--- src/sv/clfp_pkg.sv ---
// Shared types, constants and word tables of the command line framer and parser.
`timescale 1ns / 1ps
package clfp_pkg;

  localparam int unsigned LineCapacityDef = 64;
  localparam int unsigned EvDepthDef      = 4;
  localparam int unsigned MaxTokens       = 8;

  localparam logic [7:0] ChLf    = 8'h0A;
  localparam logic [7:0] ChCr    = 8'h0D;
  localparam logic [7:0] ChSpace = 8'h20;
  localparam logic [7:0] ChTilde = 8'h7E;
  localparam logic [7:0] ChZero  = 8'h30;
  localparam logic [7:0] ChNine  = 8'h39;

  localparam logic [1:0] ST_EMPTY  = 2'd0;
  localparam logic [1:0] ST_VALID  = 2'd1;
  localparam logic [1:0] ST_REJECT = 2'd2;

  localparam logic [4:0] OP_HELLO    = 5'd0;
  localparam logic [4:0] OP_PROBE    = 5'd6;
  localparam logic [4:0] OP_LED      = 5'd7;
  localparam logic [4:0] OP_GPIO     = 5'd8;
  localparam logic [4:0] OP_SD_MOUNT = 5'd9;
  localparam logic [4:0] OP_BLE_PROF = 5'd13;
  localparam logic [4:0] OP_RADIO_ID = 5'd17;
  localparam logic [4:0] OP_RADIO_PG = 5'd18;
  localparam logic [4:0] OP_UTC      = 5'd19;
  localparam logic [4:0] OP_I2C      = 5'd20;

  // Second-token words.
  localparam int unsigned N1 = 14;
  localparam int unsigned W1_PROBE = 6;
  localparam int unsigned W1_LED   = 7;
  localparam int unsigned W1_GPIO  = 8;
  localparam int unsigned W1_SD    = 9;
  localparam int unsigned W1_BLE   = 10;
  localparam int unsigned W1_RADIO = 11;
  localparam int unsigned W1_UTC   = 12;
  localparam int unsigned W1_I2C   = 13;
  // Third-token words: eight devices, then the nouns.
  localparam int unsigned N2 = 17;
  localparam int unsigned W2_MOUNT   = 8;
  localparam int unsigned W2_PROFILE = 12;
  localparam int unsigned W2_PING    = 15;
  localparam int unsigned W2_ID      = 16;

  localparam logic [11:0] UTC_LOW  [6] = '{12'd2000, 12'd1, 12'd1, 12'd0, 12'd0, 12'd0};
  localparam logic [11:0] UTC_HIGH [6] = '{12'd2099, 12'd12, 12'd31, 12'd23, 12'd59, 12'd59};
  localparam logic [11:0] I2C_LOW  = 12'd8;
  localparam logic [11:0] I2C_HIGH = 12'd119;
  localparam logic [11:0] REG_HIGH = 12'd255;
  localparam logic [11:0] GPIO_HIGH = 12'd7;

  typedef struct packed {
    logic       action;
    logic [7:0] data_byte;
    logic       discard_after_reset;
  } clfp_in_t;

  typedef struct packed {
    logic [1:0]  status;
    logic [4:0]  operation;
    logic [31:0] command_id;
    logic [11:0] arg_first;
    logic [7:0]  arg_second;
    logic [4:0]  arg_third;
    logic [4:0]  arg_fourth;
    logic [5:0]  arg_fifth;
    logic [5:0]  arg_sixth;
  } clfp_out_t;

  typedef enum logic [1:0] {
    EV_BYTE    = 2'd0,
    EV_CLEAR   = 2'd1,
    EV_END     = 2'd2,
    EV_END_REJ = 2'd3
  } ev_kind_e;

  typedef struct packed {
    ev_kind_e   kind;
    logic [7:0] data;
  } ev_t;

  typedef struct packed {
    logic [3:0]  len;
    logic [63:0] text;
  } word_t;

  function automatic word_t tok1_word(logic [3:0] i);
    word_t w;
    w = '0;
    case (i)
      4'd0:    w = '{4'd5, {"hello", 24'h0}};
      4'd1:    w = '{4'd6, {"status", 16'h0}};
      4'd2:    w = '{4'd4, {"beep", 32'h0}};
      4'd3:    w = '{4'd4, {"stop", 32'h0}};
      4'd4:    w = '{4'd4, {"uart", 32'h0}};
      4'd5:    w = '{4'd3, {"spi", 40'h0}};
      4'd6:    w = '{4'd5, {"probe", 24'h0}};
      4'd7:    w = '{4'd3, {"led", 40'h0}};
      4'd8:    w = '{4'd4, {"gpio", 32'h0}};
      4'd9:    w = '{4'd2, {"sd", 48'h0}};
      4'd10:   w = '{4'd3, {"ble", 40'h0}};
      4'd11:   w = '{4'd5, {"radio", 24'h0}};
      4'd12:   w = '{4'd3, {"utc", 40'h0}};
      4'd13:   w = '{4'd3, {"i2c", 40'h0}};
      default: w = '0;
    endcase
    return w;
  endfunction

  function automatic word_t tok2_word(logic [4:0] i);
    word_t w;
    w = '0;
    case (i)
      5'd0:    w = '{4'd4, {"adxl", 32'h0}};
      5'd1:    w = '{4'd3, {"lsm", 40'h0}};
      5'd2:    w = '{4'd3, {"mmc", 40'h0}};
      5'd3:    w = '{4'd4, {"baro", 32'h0}};
      5'd4:    w = '{4'd3, {"bno", 40'h0}};
      5'd5:    w = '{4'd4, {"gnss", 32'h0}};
      5'd6:    w = '{4'd3, {"ble", 40'h0}};
      5'd7:    w = '{4'd5, {"radio", 24'h0}};
      5'd8:    w = '{4'd5, {"mount", 24'h0}};
      5'd9:    w = '{4'd4, {"read", 32'h0}};
      5'd10:   w = '{4'd4, {"test", 32'h0}};
      5'd11:   w = '{4'd7, {"unmount", 8'h0}};
      5'd12:   w = '{4'd7, {"profile", 8'h0}};
      5'd13:   w = '{4'd4, {"data", 32'h0}};
      5'd14:   w = '{4'd7, {"command", 8'h0}};
      5'd15:   w = '{4'd4, {"ping", 32'h0}};
      5'd16:   w = '{4'd2, {"id", 48'h0}};
      default: w = '0;
    endcase
    return w;
  endfunction

  // Character at position p of a left-justified word, zero past its end.
  function automatic logic [7:0] word_char(logic [63:0] t, logic [2:0] p);
    logic [63:0] s;
    s = t << {p, 3'b000};
    return s[63:56];
  endfunction

endpackage

--- src/sv/command_line_framer_parser.sv ---
// Top level of the command line framer and parser.
//
//  channel | direction | beat accepted when     | payload
//  --------+-----------+------------------------+----------------------------
//  input   | in        | push_i && !full_o      | in_item_i  (clfp_in_t)
//  result  | out       | pop_i && !empty_o      | res_item_o (clfp_out_t)
//
// An input beat is taken whenever the event queue has room; the
// front end updates the fill count and discard flag in that same cycle.
// Each stored byte, line end and framing reset becomes one event, and the
// parser retires one event per cycle unless a line end waits for the result
// register, matching tokens incrementally. A line feed is queued as an event
// first, and its result is latched when that event leaves the queue.
// Reset is asynchronous and active low; it empties the event queue and the
// result register and clears framing state.
// If the result register is still held, a line end waits in the queue, and
// input beats stall only once the event queue is full.
`timescale 1ns / 1ps
module command_line_framer_parser #(
  parameter int unsigned LINE_CAPACITY = clfp_pkg::LineCapacityDef,
  parameter int unsigned EV_DEPTH      = clfp_pkg::EvDepthDef
) (
  input  logic                clk_i,
  input  logic                rst_ni,
  input  logic                push_i,
  output logic                full_o,
  input  clfp_pkg::clfp_in_t  in_item_i,
  output logic                empty_o,
  input  logic                pop_i,
  output clfp_pkg::clfp_out_t res_item_o
);
  import clfp_pkg::*;

  logic ev_push, ev_valid, ev_pop, take;
  ev_t  ev_in, ev_out;

  // A beat is taken only when its event, if any, is sure to fit.
  assign take = push_i && !full_o;

  clfp_front #(
    .LINE_CAPACITY(LINE_CAPACITY)
  ) u_front (
    .clk_i     (clk_i),
    .rst_ni    (rst_ni),
    .take_i    (take),
    .item_i    (in_item_i),
    .ev_push_o (ev_push),
    .ev_o      (ev_in)
  );

  clfp_fifo #(
    .DEPTH(EV_DEPTH)
  ) u_fifo (
    .clk_i   (clk_i),
    .rst_ni  (rst_ni),
    .push_i  (ev_push),
    .data_i  (ev_in),
    .full_o  (full_o),
    .pop_i   (ev_pop),
    .valid_o (ev_valid),
    .data_o  (ev_out)
  );

  clfp_back u_back (
    .clk_i      (clk_i),
    .rst_ni     (rst_ni),
    .ev_valid_i (ev_valid),
    .ev_i       (ev_out),
    .ev_pop_o   (ev_pop),
    .empty_o    (empty_o),
    .pop_i      (pop_i),
    .res_o      (res_item_o)
  );

endmodule

--- src/sv/clfp_front.sv ---
// Front end: line framing, discard tracking and byte classification into events.
`timescale 1ns / 1ps
module clfp_front #(
  parameter int unsigned LINE_CAPACITY = clfp_pkg::LineCapacityDef
) (
  input  logic               clk_i,
  input  logic               rst_ni,
  input  logic               take_i,
  input  clfp_pkg::clfp_in_t item_i,
  output logic               ev_push_o,
  output clfp_pkg::ev_t      ev_o
);
  import clfp_pkg::*;

  localparam int unsigned FW = $clog2(LINE_CAPACITY);

  logic [FW-1:0] fill_q, fill_d;
  logic          discard_q, discard_d;
  logic [FW:0]   fill_next;
  logic          bad_byte;

  assign fill_next = {1'b0, fill_q} + (FW+1)'(1);
  assign bad_byte  = (item_i.data_byte != ChCr) &&
                     ((item_i.data_byte < ChSpace) || (item_i.data_byte > ChTilde));

  always_comb begin
    fill_d    = fill_q;
    discard_d = discard_q;
    ev_push_o = 1'b0;
    ev_o.kind = EV_BYTE;
    ev_o.data = item_i.data_byte;
    if (take_i) begin
      if (item_i.action) begin
        fill_d    = '0;
        discard_d = item_i.discard_after_reset;
        ev_push_o = 1'b1;
        ev_o.kind = EV_CLEAR;
      end else if (item_i.data_byte != ChLf) begin
        if (!discard_q) begin
          if ((fill_next >= (FW+1)'(LINE_CAPACITY)) || bad_byte) begin
            discard_d = 1'b1;
          end else begin
            fill_d    = fill_next[FW-1:0];
            ev_push_o = 1'b1;
          end
        end
      end else begin
        ev_push_o = 1'b1;
        ev_o.kind = discard_q ? EV_END_REJ : EV_END;
        fill_d    = '0;
        discard_d = 1'b0;
      end
    end
  end

  always_ff @(posedge clk_i or negedge rst_ni) begin
    if (!rst_ni) begin
      fill_q    <= '0;
      discard_q <= 1'b0;
    end else begin
      fill_q    <= fill_d;
      discard_q <= discard_d;
    end
  end

endmodule

--- src/sv/clfp_fifo.sv ---
// Short event queue between the front end and the parser.
`timescale 1ns / 1ps
module clfp_fifo #(
  parameter int unsigned DEPTH = clfp_pkg::EvDepthDef
) (
  input  logic          clk_i,
  input  logic          rst_ni,
  input  logic          push_i,
  input  clfp_pkg::ev_t data_i,
  output logic          full_o,
  input  logic          pop_i,
  output logic          valid_o,
  output clfp_pkg::ev_t data_o
);
  import clfp_pkg::*;

  localparam int unsigned AW = $clog2(DEPTH);

  ev_t         mem_q [DEPTH];
  logic [AW:0] wptr_q, rptr_q;

  assign full_o  = (wptr_q[AW] != rptr_q[AW]) && (wptr_q[AW-1:0] == rptr_q[AW-1:0]);
  assign valid_o = (wptr_q != rptr_q);
  assign data_o  = mem_q[rptr_q[AW-1:0]];

  always_ff @(posedge clk_i) begin
    if (push_i && !full_o) begin
      mem_q[wptr_q[AW-1:0]] <= data_i;
    end
  end

  always_ff @(posedge clk_i or negedge rst_ni) begin
    if (!rst_ni) begin
      wptr_q <= '0;
      rptr_q <= '0;
    end else begin
      if (push_i && !full_o) begin
        wptr_q <= wptr_q + (AW+1)'(1);
      end
      if (pop_i && valid_o) begin
        rptr_q <= rptr_q + (AW+1)'(1);
      end
    end
  end

endmodule

--- src/sv/clfp_back.sv ---
// Parser back end: incremental tokenizing and word matching, command check per line.
`timescale 1ns / 1ps
module clfp_back (
  input  logic                clk_i,
  input  logic                rst_ni,
  input  logic                ev_valid_i,
  input  clfp_pkg::ev_t       ev_i,
  output logic                ev_pop_o,
  output logic                empty_o,
  input  logic                pop_i,
  output clfp_pkg::clfp_out_t res_o
);
  import clfp_pkg::*;

  logic        seen_any_q, seen_any_d, seen_real_q, seen_real_d;
  logic        pend_cr_q, pend_cr_d, bad_q, bad_d, in_tok_q, in_tok_d;
  logic [3:0]  tok_cnt_q, tok_cnt_d, cpos_q, cpos_d;
  logic [31:0] id_q, id_d;
  logic        id_bad_q, id_bad_d;
  logic [N1-1:0] cand1_q, cand1_d, m1;
  logic [N2-1:0] cand2_q, cand2_d, m2;
  logic [3:0]  len1_q, len1_d, len2_q, len2_d;
  logic [11:0] num_q [MaxTokens];
  logic [11:0] num_d;
  logic [MaxTokens-1:0] nbad_q, nbad_d;
  logic        res_valid_q;
  clfp_out_t   res_q, res_new;

  logic        is_end, out_free, starting, is_digit, nb_base;
  logic [2:0]  idx;
  logic [3:0]  pos;
  logic [7:0]  c, digit;
  logic [35:0] id_mul;
  logic [15:0] num_mul;
  logic [11:0] num_base;
  logic [31:0] id_base;
  logic        ok;

  assign c        = ev_i.data;
  assign is_end   = (ev_i.kind == EV_END) || (ev_i.kind == EV_END_REJ);
  assign out_free = !res_valid_q || pop_i;
  assign ev_pop_o = ev_valid_i && (!is_end || out_free);
  assign starting = !in_tok_q;
  assign idx      = starting ? tok_cnt_q[2:0] : 3'(tok_cnt_q - 4'd1);
  assign pos      = starting ? 4'd0 : cpos_q;
  assign is_digit = (c >= ChZero) && (c <= ChNine);
  assign digit    = c - ChZero;
  assign id_base  = starting ? 32'd0 : id_q;
  assign id_mul   = ({4'd0, id_base} << 3) + ({4'd0, id_base} << 1) + 36'(digit[3:0]);
  assign num_base = starting ? 12'd0 : num_q[idx];
  assign nb_base  = starting ? 1'b0 : nbad_q[idx];
  assign num_mul  = ({4'd0, num_base} << 3) + ({4'd0, num_base} << 1) + 16'(digit[3:0]);

  // Per-byte token tracking; clear and line-end events reset the token count and flags.
  always_comb begin
    seen_any_d  = seen_any_q;
    seen_real_d = seen_real_q;
    pend_cr_d   = pend_cr_q;
    bad_d       = bad_q;
    in_tok_d    = in_tok_q;
    tok_cnt_d   = tok_cnt_q;
    cpos_d      = cpos_q;
    id_d        = id_q;
    id_bad_d    = id_bad_q;
    cand1_d     = cand1_q;
    cand2_d     = cand2_q;
    len1_d      = len1_q;
    len2_d      = len2_q;
    num_d       = num_base;
    nbad_d      = nbad_q;
    if (ev_pop_o) begin
      if (ev_i.kind != EV_BYTE) begin
        seen_any_d  = 1'b0;
        seen_real_d = 1'b0;
        pend_cr_d   = 1'b0;
        bad_d       = 1'b0;
        in_tok_d    = 1'b0;
        tok_cnt_d   = '0;
      end else begin
        seen_any_d = 1'b1;
        // A carriage return is only harmless as the last byte of the line.
        if (pend_cr_q) begin
          bad_d = 1'b1;
        end
        if (c == ChCr) begin
          pend_cr_d = 1'b1;
        end else begin
          seen_real_d = 1'b1;
          if (c == ChSpace) begin
            in_tok_d = 1'b0;
          end else begin
            in_tok_d = 1'b1;
            if (starting) begin
              if (tok_cnt_q == 4'(MaxTokens)) begin
                bad_d = 1'b1;
              end else begin
                tok_cnt_d = tok_cnt_q + 4'd1;
              end
            end
            if (!(starting && (tok_cnt_q == 4'(MaxTokens)))) begin
              cpos_d = (pos == 4'd8) ? pos : pos + 4'd1;
              if (idx == 3'd0) begin
                id_d     = id_mul[31:0];
                id_bad_d = (!starting && id_bad_q) || !is_digit || (|id_mul[35:32]);
              end
              if (idx == 3'd1) begin
                len1_d = cpos_d;
                for (int i = 0; i < N1; i++) begin
                  cand1_d[i] = (starting || cand1_q[i]) && !pos[3] &&
                               (word_char(tok1_word(4'(i)).text, pos[2:0]) == c);
                end
              end
              if (idx == 3'd2) begin
                len2_d = cpos_d;
                for (int i = 0; i < N2; i++) begin
                  cand2_d[i] = (starting || cand2_q[i]) && !pos[3] &&
                               (word_char(tok2_word(5'(i)).text, pos[2:0]) == c);
                end
              end
              num_d       = num_mul[11:0];
              nbad_d[idx] = nb_base || !is_digit || (|num_mul[15:12]);
            end
          end
        end
      end
    end
  end

  // Command check at the end of a line.
  always_comb begin
    for (int i = 0; i < N1; i++) begin
      m1[i] = cand1_q[i] && (len1_q == tok1_word(4'(i)).len);
    end
    for (int i = 0; i < N2; i++) begin
      m2[i] = cand2_q[i] && (len2_q == tok2_word(5'(i)).len);
    end
    ok      = 1'b0;
    res_new = '0;
    if (!bad_q && (tok_cnt_q >= 4'd2) && !id_bad_q && (id_q != 32'd0)) begin
      if (tok_cnt_q == 4'd2) begin
        for (int k = 0; k < 6; k++) begin
          if (m1[k]) begin
            ok = 1'b1;
            res_new.operation = OP_HELLO + 5'(k);
          end
        end
      end else if (tok_cnt_q == 4'd3) begin
        if (m1[W1_PROBE]) begin
          for (int k = 0; k < 8; k++) begin
            if (m2[k]) begin
              ok = 1'b1;
              res_new.operation = OP_PROBE;
              res_new.arg_first = 12'(k);
            end
          end
        end else if (m1[W1_LED] || m1[W1_GPIO]) begin
          if (!nbad_q[2] && (num_q[2] <= GPIO_HIGH) &&
              (!m1[W1_LED] || (num_q[2] == 12'd0))) begin
            ok = 1'b1;
            res_new.operation = m1[W1_LED] ? OP_LED : OP_GPIO;
            res_new.arg_first = num_q[2];
          end
        end else begin
          for (int k = 0; k < 4; k++) begin
            if (m1[W1_SD] && m2[W2_MOUNT+k]) begin
              ok = 1'b1;
              res_new.operation = OP_SD_MOUNT + 5'(k);
            end
            if (m1[W1_BLE] && m2[W2_PROFILE+k]) begin
              ok = 1'b1;
              res_new.operation = OP_BLE_PROF + 5'(k);
            end
          end
          if (m1[W1_RADIO] && m2[W2_ID]) begin
            ok = 1'b1;
            res_new.operation = OP_RADIO_ID;
          end
          if (m1[W1_RADIO] && m2[W2_PING]) begin
            ok = 1'b1;
            res_new.operation = OP_RADIO_PG;
          end
        end
      end else if (tok_cnt_q == 4'd8) begin
        if (m1[W1_UTC]) begin
          ok = 1'b1;
          for (int k = 0; k < 6; k++) begin
            if (nbad_q[k+2] || (num_q[k+2] < UTC_LOW[k]) || (num_q[k+2] > UTC_HIGH[k])) begin
              ok = 1'b0;
            end
          end
          res_new.operation  = OP_UTC;
          res_new.arg_first  = num_q[2];
          res_new.arg_second = num_q[3][7:0];
          res_new.arg_third  = num_q[4][4:0];
          res_new.arg_fourth = num_q[5][4:0];
          res_new.arg_fifth  = num_q[6][5:0];
          res_new.arg_sixth  = num_q[7][5:0];
        end
      end else if (tok_cnt_q == 4'd4) begin
        if (m1[W1_I2C] && !nbad_q[2] && !nbad_q[3] && (num_q[2] >= I2C_LOW) &&
            (num_q[2] <= I2C_HIGH) && (num_q[3] <= REG_HIGH)) begin
          ok = 1'b1;
          res_new.operation  = OP_I2C;
          res_new.arg_first  = num_q[2];
          res_new.arg_second = num_q[3][7:0];
        end
      end
    end
    if (ok && seen_real_q && (ev_i.kind == EV_END)) begin
      res_new.status     = ST_VALID;
      res_new.command_id = id_q;
    end else begin
      res_new        = '0;
      res_new.status = (!seen_any_q && (ev_i.kind == EV_END)) ? ST_EMPTY : ST_REJECT;
    end
  end

  always_ff @(posedge clk_i) begin
    id_q    <= id_d;
    cand1_q <= cand1_d;
    cand2_q <= cand2_d;
    len1_q  <= len1_d;
    len2_q  <= len2_d;
    if (ev_pop_o && (ev_i.kind == EV_BYTE)) begin
      num_q[idx] <= num_d;
    end
    if (ev_pop_o && is_end) begin
      res_q <= res_new;
    end
  end

  always_ff @(posedge clk_i or negedge rst_ni) begin
    if (!rst_ni) begin
      seen_any_q  <= 1'b0;
      seen_real_q <= 1'b0;
      pend_cr_q   <= 1'b0;
      bad_q       <= 1'b0;
      in_tok_q    <= 1'b0;
      tok_cnt_q   <= '0;
      cpos_q      <= '0;
      id_bad_q    <= 1'b0;
      nbad_q      <= '0;
      res_valid_q <= 1'b0;
    end else begin
      seen_any_q  <= seen_any_d;
      seen_real_q <= seen_real_d;
      pend_cr_q   <= pend_cr_d;
      bad_q       <= bad_d;
      in_tok_q    <= in_tok_d;
      tok_cnt_q   <= tok_cnt_d;
      cpos_q      <= cpos_d;
      id_bad_q    <= id_bad_d;
      nbad_q      <= nbad_d;
      if (ev_pop_o && is_end) begin
        res_valid_q <= 1'b1;
      end else if (pop_i) begin
        res_valid_q <= 1'b0;
      end
    end
  end

  assign empty_o = !res_valid_q;
  assign res_o   = res_q;

endmodule

--- config.mk ---
export PLATFORM = sky130hd
export DESIGN_NAME = command_line_framer_parser
export DESIGN_NICKNAME = d
export VERILOG_FILES = /design/src/sv/clfp_pkg.sv /design/src/sv/command_line_framer_parser.sv /design/src/sv/clfp_front.sv /design/src/sv/clfp_fifo.sv /design/src/sv/clfp_back.sv
export SDC_FILE = /design/constraint.sdc
export NUM_CORES = 1
export LEC_CHECK = 0
export ABC_CLOCK_PERIOD_IN_PS = 17000
export BUFFER_PORTS_ARGS = -buffer_cell sky130_fd_sc_hd__buf_2
export CORE_ASPECT_RATIO = 1.75
export CORE_UTILIZATION = 65
export CTS_BUF_LIST = sky130_fd_sc_hd__clkbuf_16
export CTS_CLUSTER_SIZE = 28
export DETAILED_ROUTE_END_ITERATION = 10
export GPL_ROUTABILITY_DRIVEN = 0
export PLACE_DENSITY = 0.83
export SYNTH_ARGS = -nofsm -noshare
export SYNTH_HDL_FRONTEND = slang
export SYNTH_SLANG_ARGS = --single-unit
--- constraint.sdc ---
create_clock -name clk_i -period 17 [get_ports clk_i]
set_input_delay 1.7 -clock clk_i [delete_from_list [all_inputs] [get_ports clk_i]]
set_output_delay 1.7 -clock clk_i [all_outputs]
set_load 0.005 [all_outputs]
# Word-level counts from Yosys, hierarchy flattened
# Memories as Yosys holds them, arrays and structs flattened.
# Index checks and enable logic that the tools add are counted.
# word_totals
reg_bits	188
latch_bits	0
romBits	0
ramBits	136
word_cells	715
memories	2
# classes
n_eq_ne	63
order_cmp	24
bitwise_logic	8
multipliers	0
n_reduce_logical	215
muxes	333
shift	31
div	0
add_sub_neg	11
# mem_list
memory	depth	width	rd	rd_clocked_by_memory_dff	write_ports	line	source
u_back.num_q	8	12	7	0	1	clfp_back.sv:23	logic [11:0] num_q [MaxTokens];
u_fifo.mem_q	4	10	1	0	1	clfp_fifo.sv:19	ev_t mem_q [DEPTH];
# op_table
operator	n
$mux W64	186
$shl A64 B6 Y64	31
$eq A8 B8 Y1	31
$logic_and A1 B1 Y1	128
$mux W12	10
$mux W1	75
$lt A12 B1 Y1 const B	5
$mux W20	3
$mux W4	15
$mux W5	12
$logic_or A1 B1 Y1	54
$mux W3	15
$mux W42	1
$add A35 B33 Y36	1
$add A36 B4 Y36	1
$mux W32	1
$reduce_bool A32 Y1	1
$eq A4 B3 Y1 const B	7
$eq A4 B2 Y1 const B	6
$gt A12 B5 Y1 const B	2
$gt A12 B6 Y1 const B	2
$mux W6	4
$reduce_and A6 Y1	3
$add A15 B13 Y16	1
50 further kinds	90

# Logic depth before layout (Yosys ltp)
# Gate-level depths: netlist of the first run.
# logic_depth
word_depth	22
ltp_mapped	20
ltp_nobuf	18

# Cells and area by module
# From an unflattened synthesis of the first run, not the netlist that was laid out.
# hier_totals
cells_unflattened	1697
hier_area_um2	18620.4
# modules_own_cells
module	area_each_um2	instances	cells_per_inst
clfp_back	16121.7	1	1536
clfp_fifo	1913.1	1	100
clfp_front	571.8	1	60
command_line_framer_parser	13.8	1	1

# Least setup slack after synthesis of the first run
# Ideal clock, no wire load.
# synth_path
path_kind	reg2reg
startpoint	register u_fifo.rptr_q[0]
endpoint	register u_back.nbad_q[0]
path_stages_with_launch	8
arrival_time_ns	5.818
synth_period_minus_slack_ns	5.899
setup_ns	0.081
n_path_buf	1
path_slack_ns	11.101
path_cell_list	dfrtp_1 buf_6 mux4_2 or2_2 nor2_1 nand3_1 nor4_1 mux2_2
# synth_between
elab_chain_len	7
word_cells_on_any_way	25
classes_between	add/sub (2); order compare (2); eq/ne (5); mux (1); bitwise (3); reduce/logical (11); memory (1)
# synth_lines
element	line	source
from (decl)	clfp_fifo.sv:20	logic [AW:0] wptr_q, rptr_q;
from (signal assigned)	clfp_fifo.sv:41	rptr_q <= rptr_q + (AW+1)'(1);
parallel branches: the longest is 7 deep, another holds $add A16 B4 Y16	n/a	
to (signal assigned)	clfp_back.sv:253	nbad_q <= nbad_d;
to (decl)	clfp_back.sv:25	logic [MaxTokens-1:0] nbad_q, nbad_d;
# Parallel ways; which one is timed is not known.
# A chain may end at the register's enable or synchronous reset.

# Worst setup path after layout of the first run
# layout_path
startpoint	register u_back.in_tok_q
endpoint	register u_back.nbad_q[7]
# layout_between
elab_chain_len	8
word_cells_on_any_way	21
classes_between	add/sub (2); order compare (2); mux (8); bitwise (1); reduce/logical (7); memory (1)
# layout_lines
element	line	source
from (decl)	clfp_back.sv:16	logic pend_cr_q, pend_cr_d, bad_q, bad_d, in_tok_q, in_tok_d;
from (signal assigned)	clfp_back.sv:249	in_tok_q <= in_tok_d;
$mux W3	clfp_back.sv:44	assign idx = starting ? tok_cnt_q[2:0] : 3'(tok_cnt_q - 4'd1);
$mem_v2 Z8 W12	n/a	
$mux W12	clfp_back.sv:50	assign num_base = starting ? 12'd0 : num_q[idx];
$add A15 B13 Y16	clfp_back.sv:52	assign num_mul = ({4'd0, num_base} << 3) + ({4'd0, num_base} << 1) + 16'(digit[3:0]);
$add A16 B4 Y16	clfp_back.sv:52	
$reduce_or A4 Y1	clfp_back.sv:121	nbad_d[idx] = nb_base || !is_digit || (|num_mul[15:12]);
$logic_or A1 B1 Y1	clfp_back.sv:121	
$bwmux W8	clfp_back.sv:121	
# Several ways; a longest one is shown, not always the timed one. The select of a mux whose other input is x is not followed.

==> impl_metrics.tcl, run 1 <==
set metrics [dict create \
    syn_area_per_cell_um2 11.1 \
    maxCapViolations 0 \
    cts_max_level 1 \
    ios 97 \
    clkSinkCount 324 \
    synthFlopType "edfxtp_1" \
    final_nets 1865 \
    hpwl_um 34400 \
    synthCells 1670 \
    wl_per_cell_um 22.5 \
    diodes 0 \
    post-cts-setup-buffers 0 \
    rsz0062_at_grt "no" \
    crit_required_ns 17.50 \
    cpPeakStageDelay_ns 1.08 \
    syn_to_final_growth_pct 9.37 \
    track_usage 0.344 \
    hold_viol 0 \
    drt_wl_total_um 48200 \
    path_class "reg2reg" \
    setup_viol 0 \
    grt_pass1_vias 14300 \
    synth_seq_area_share 0.513 \
    die_y_um 226 \
    cp_slowest_cell "o311ai_0" \
    port_buffers 96 \
    drive_above_1_share 0.131 \
    syn_area_um2 18600 \
    tritoncts "done" \
    synth.distinct_cells 80 \
    ctsHoldBuffers 0 \
    irDropWorstVdd_v 0.000142 \
    netlist_top_cells_count "288 x edfxtp_1, 145 x nand2_1, 132 x nor2_1" \
    syn_nets 1793 \
    hp-class "reg2reg" \
    clockRootBuffer "clkbuf_16" \
    netlist_top_cells_area "edfxtp_1 46%, ha_1 7.1%, dfrtp_1 4.8%" \
    cp_max_fo 68 \
    synth-warning-count 0 \
    ys_seq_elements 324 \
    ant_nets 0 \
    grt_max_degree 83 \
    clock_latency_ns 0.57 \
    finalSetupTns_ns 0 \
    fp.dieArea_um2 29300 \
    vias 14200 \
    die_w_um 130 \
    coreArea_um2 28100 \
    path_cells "buf_4 > inv_1 > mux2_2 > mux4_2 > nand2_1 > a21oi_1 > inv_1 > fa_1 > inv_1 > ha_1 > a21o_1 > a21oi_1 > nor2b_1 > o21ai_0 > a21oi_1 > a31oi_1 > o311ai_0 > mux2_2" \
    crit_path_start_kind "flop" \
    cts_inserted_buffers 28 \
    slew_headroom 0.0896 \
    rows 81 \
    path_clk_slew_ns 0.07 \
    worst_pin_slew_ns 1.35 \
    fmax_mhz 173 \
    finalClockSkew_ns 0.0161 \
    end_kind "flop" \
    drt_pass1_iterations 8 \
    synthArstFlopShare 0.111 \
    power.density_nw_per_um2 197 \
    path_buf_inv 4 \
    route.detailed.drc 0 \
    vias_per_cell 6.65 \
    synth_most_common_cell "edfxtp_1" \
    arrival_ns 6.27 \
    yosysTopAreaCell "edfxtp_1" \
    grt_antenna_before_repair 0 \
    critical_path.top_delay_family "compound AO/OA/AOI/OAI gates" \
    outcome "finished, final reports clean" \
    post-route-period-util 0.340 \
    drt_iter0_drc 1588 \
    power.leakage_nw 7.85 \
    grt_pass1_wl_um 76100 \
    start_util 0.663 \
    total_power_mw 4.01 \
    cts_resized 0 \
    finalCriticalPeriod_ns 5.77 \
    synth_edf_count 288 \
    slew_viol_final 0 \
    cts.path.max_buffers 3 \
    grt_overflow 0 \
    synth_top_area_frac 0.465 \
]
## worst paths after layout
kind / depth (start not counted) / to / startpoint / slack (ns)
setup / recovery: 18 / u_back.nbad_q[7] / u_back.in_tok_q / 11.23
hold / removal: 2 / u_back.pend_cr_q / u_back.pend_cr_q / 0.49
setup reg to reg: 18 / u_back.nbad_q[7] / u_back.in_tok_q / 11.23
hold reg to reg: 2 / u_back.pend_cr_q / u_back.pend_cr_q / 0.49
max in group asynchronous: 1 / u_back.in_tok_q / rst_ni / 15.19
min in group asynchronous: 1 / u_front.fill_q[4] / rst_ni / 1.22
## layout by cell type (no fill, tap or decap), types with 8 or more instances in the layout
master,instances
buf_2,96
clkbuf_16,29
and3_1,8
nor3_1,31
a21oi_1,108
or3_1,12
xor2_1,38
ha_1,105
o21ai_0,68
xnor2_1,69
a31oi_1,15
mux2_2,19
o211ai_1,14
nand2b_1,8
o31ai_1,10
mux4_2,26
nor2_1,131
clkinv_1,9
nand3_1,46
buf_4,22
nand4_1,32
edfxtp_1,288
inv_1,67
dfrtp_1,35
nor4_1,35
nor2b_1,12
nand2_1,145
a21o_1,26
and2_1,91
## power by group
part / internal [mW] / switching (mW) / leakage [nW] / total [mW]
combinational: 0.698 / 1.22 / 4.24 / 1.92
clock: 0.355 / 0.286 / 0.474 / 0.641
sequential: 1.29 / 0.162 / 3.14 / 1.45
total: 2.34 / 1.67 / 7.85 / 4.01
## worst min-delay path: stages (launching register included)
cell and delay [ns]:
dfrtp_1 0.34, nor2_1 0.05, nor2_1 0.07
## registers in the layout, indices dropped and copies added, names as in the netlist, 3 cells and up
name and cells:
u_back.cand2_q 17, u_back.len2_q 4, u_front.fill_q 6, u_back.id_q 32
u_back.len1_q 4, u_back.tok_cnt_q 4, u_fifo.wptr_q 3, u_back.cand1_q 14
u_back.cpos_q 4, u_back.nbad_q 8, u_back.num_q 96, u_back.res_o 81
u_fifo.rptr_q 3, u_fifo.mem_q 40
## cell type report
| cell class | instances | area, µm² |
|---|---|---|
| inverters | 65 | 244 |
| multi-input cells | 1205 | 8530 |
| flip-flops and latches | 324 | 9550 |
| fillers | 1955 | 7730 |
| repair buffers | 118 | 646 |
| well taps | 373 | 467 |
| clock inverters | 23 | 186 |
| clock buffers | 29 | 726 |
## per-stage QoR
stage | worst slack, ns | utilization | hold slack, ns | std cells | cell area (µm²)
2_1_floorplan | 11.10 | - | 0.450 | 1670 | 18600
3_3_place_gp | 11.64 | 0.692 | 0.461 | 2085 | 19400
3_5_place_dp | 11.35 | 0.692 | 0.478 | 2085 | 19400
4_1_cts | 11.34 | 0.725 | 0.495 | 2137 | 20300
5_1_grt | 10.78 | 0.725 | 0.508 | 2137 | 20300
6_report | 11.23 | 0.725 | 0.492 | 2137 | 20300
## logic make-up (layout without fill, tap and decap cells)
| group | Yosys count | after routing | synth area share |
|---|---|---|---|
| mux | 53 | 53 | 0.0482 |
| flops | 324 | 324 | 0.513 |
| buf+inv | 141 | 235 | 0.0304 |
| xor+xnor | 108 | 108 | 0.0508 |
| fa+ha+maj | 109 | 109 | 0.0749 |
| simple gates | 607 | 607 | 0.169 |
| compound gates | 328 | 328 | 0.114 |
## metal layers
layer,up-vias,GRT usage,part of all wire
li1,6373,-,-
met3,255,0.0630,0.075
met4,0,0.243,0.074
met2,823,0.594,0.51
met1,6757,0.378,0.34
met5,-,0,0
(Power assumes the default switching activity.)
==> inputs of run 2 (changes only) <==
--- a/config.mk
+++ b/config.mk
@@ -5,15 +5,15 @@
 export SDC_FILE = /design/constraint.sdc
 export NUM_CORES = 1
 export LEC_CHECK = 0
-export ABC_CLOCK_PERIOD_IN_PS = 17000
+export ABC_CLOCK_PERIOD_IN_PS = 5600
 export BUFFER_PORTS_ARGS = -buffer_cell sky130_fd_sc_hd__buf_2
 export CORE_ASPECT_RATIO = 1.75
-export CORE_UTILIZATION = 65
+export CORE_UTILIZATION = 62
 export CTS_BUF_LIST = sky130_fd_sc_hd__clkbuf_16
 export CTS_CLUSTER_SIZE = 28
 export DETAILED_ROUTE_END_ITERATION = 10
 export GPL_ROUTABILITY_DRIVEN = 0
-export PLACE_DENSITY = 0.83
+export PLACE_DENSITY = 0.8
 export SYNTH_ARGS = -nofsm -noshare
 export SYNTH_HDL_FRONTEND = slang
 export SYNTH_SLANG_ARGS = --single-unit
==> constraint.sdc (replaced) <==
create_clock -name clk_i -period 5.6 [get_ports clk_i]
set_input_delay 0.56 -clock clk_i [delete_from_list [all_inputs] [get_ports clk_i]]
set_output_delay 0.56 -clock clk_i [all_outputs]
set_load 0.005 [all_outputs]
==> impl_metrics.tcl, run 2 (synthesis gave the netlist of run 1 again) <==
set metrics [dict create \
    clockRootBuffer "clkbuf_16" \
    start_util 0.633 \
    setup_viol 0 \
    drive_above_1_share 0.140 \
    fp.dieArea_um2 30700 \
    fmax_mhz 194 \
    maxCapViolations 0 \
    cp-endpoint "u_back.num_q[5][11]" \
    ff2ff_path_depth 18 \
    syn_to_final_growth_pct 10.3 \
    grt_pass1_wl_um 75000 \
    coreArea_um2 29400 \
    crit_required_ns 5.86 \
    hold_viol 0 \
    irDropWorstVdd_v 0.000455 \
    finalSetupTns_ns 0 \
    critical_path.top_delay_family "compound AO/OA/AOI/OAI gates" \
    outcome "finished, final reports clean" \
    cts_resized 0 \
    power.density_nw_per_um2 603 \
    route.detailed.drc 0 \
    rsz0062_at_grt "no" \
    final_nets 1877 \
    cpPeakStageDelay_ns 0.59 \
    post-cts-setup-buffers 0 \
    hp-class "in2async" \
    cts_inserted_buffers 29 \
    wl_per_cell_um 22.3 \
    ff2ff_setup_slack_ns 0.46 \
    largest_reg_flops 96 \
    worstReg2RegStart "u_back.tok_cnt_q[0]" \
    slew_headroom 0.243 \
    total_power_mw 12.4 \
    cts.path.max_buffers 3 \
    grt_overflow 0 \
    path_cells "inv_1 > ha_1 > mux2_2 > mux4_2 > nand2_1 > a21oi_1 > inv_1 > fa_1 > inv_1 > ha_1 > a21o_1 > a21oi_1 > nor2b_1 > o21ai_0 > a21oi_1 > a31oi_1 > xor2_1 > o21ai_0" \
    end_kind "flop" \
    path_class "reg2reg" \
    rows 83 \
    grt_max_degree 83 \
    drt_pass1_iterations 6 \
    path_clk_slew_ns 0.07 \
    die_y_um 231 \
    grt_pass1_vias 13900 \
    die_w_um 133 \
    post-route-period-util 0.919 \
    regMostFlops "u_back.num_q" \
    ios 97 \
    power.leakage_nw 7.93 \
    critPathLaunch "u_back.tok_cnt_q[0]" \
    clkSinkCount 324 \
    vias 14100 \
    track_usage 0.317 \
    slew_viol_final 0 \
    layout_commonest_cell "edfxtp_1" \
    finalClockSkew_ns 0.0206 \
    cp_num_cells 18 \
    diodes 0 \
    layout.area.seq_um2 9550 \
    crit_path_start_kind "flop" \
    hpwl_um 34700 \
    cts_max_level 1 \
    ctsHoldBuffers 0 \
    rr_endpoint "u_back.num_q[5][11]" \
    drt_iter0_drc 1478 \
    arrival_ns 5.41 \
    fill_cells 2088 \
    worst_pin_slew_ns 1.12 \
    mostFrequentLayoutCells "288 x edfxtp_1, 145 x nand2_1, 130 x nor2_1" \
    hold_ws_ns 0.0818 \
    drt_wl_total_um 48200 \
    grt_antenna_before_repair 0 \
    cp_slowest_cell "o21ai_0" \
    multi_input_area_um2 8540 \
    ant_nets 0 \
    cp_max_fo 8 \
    path_buf_inv 3 \
    port_buffers 96 \
    clock_latency_ns 0.58 \
    tritoncts "done" \
    vias_per_cell 6.53 \
    finalCriticalPeriod_ns 5.14 \
]
run 2: cell count changes in the layout (fill, tap and decap cells not counted), moves of 2 or more:
cell | previous run | this run
clkinv_1 | 9 | 7
bufinv_16 | 3 | 5
buf_4 | 22 | 33
inv_1 | 67 | 65
clkinvlp_4 | 0 | 2
clkinv_4 | 1 | 3
run 2: worst min path at each step:
stage	from	to	slack [ns]	depth (start not counted)
after floorplan	rst_ni	u_back.bad_q	0.26	0
after global placement	u_back.seen_any_q	u_back.seen_any_q	0.47	1
after detailed placement	u_back.seen_any_q	u_back.seen_any_q	0.47	1
after CTS	rst_ni	u_front.fill_q[3]	0.1	1
after global routing	rst_ni	u_front.fill_q[4]	0.14	1
final	rst_ni	u_front.fill_q[3]	0.08	1
run 2: layout make-up:
class | count | area share
clock buffer | 29 | 0.0354
clock inverter | 25 | 0.0127
inverter | 65 | 0.0119
multi-input combinational | 1205 | 0.416
sequential | 324 | 0.465
tap | 382 | 0.0233
timing repair buffer | 129 | 0.0355
run 2: per-layer routing:
metal | wire (µm) | vias up | GRT usage
met5 | 0 | - | 0
met4 | 3110 | 0 | 0.190
met3 | 3140 | 202 | 0.0291
met2 | 25200 | 733 | 0.584
met1 | 16800 | 6777 | 0.352
li1 | - | 6384 | -
run 2: power by group:
part | leakage [nW] | switching, mW | internal (mW)
Combinational | 4.29 | 3.73 | 2.18
Sequential | 3.14 | 0.485 | 3.91
Clock | 0.496 | 0.899 | 1.18
Total | 7.93 | 5.11 | 7.26
run 2: per-stage QoR:
stage / instances / setup WS, ns / instance area, µm² / utilization
CTS: 2159 / 0.202 / 20500 / 0.698
floorplan: 1670 / 0.763 / 18600 / -
global placement: 2105 / 0.527 / 19500 / 0.665
global route: 2159 / 0.183 / 20500 / 0.698
finish: 2159 / 0.455 / 20500 / 0.698
detailed placement: 2105 / 0.262 / 19500 / 0.665
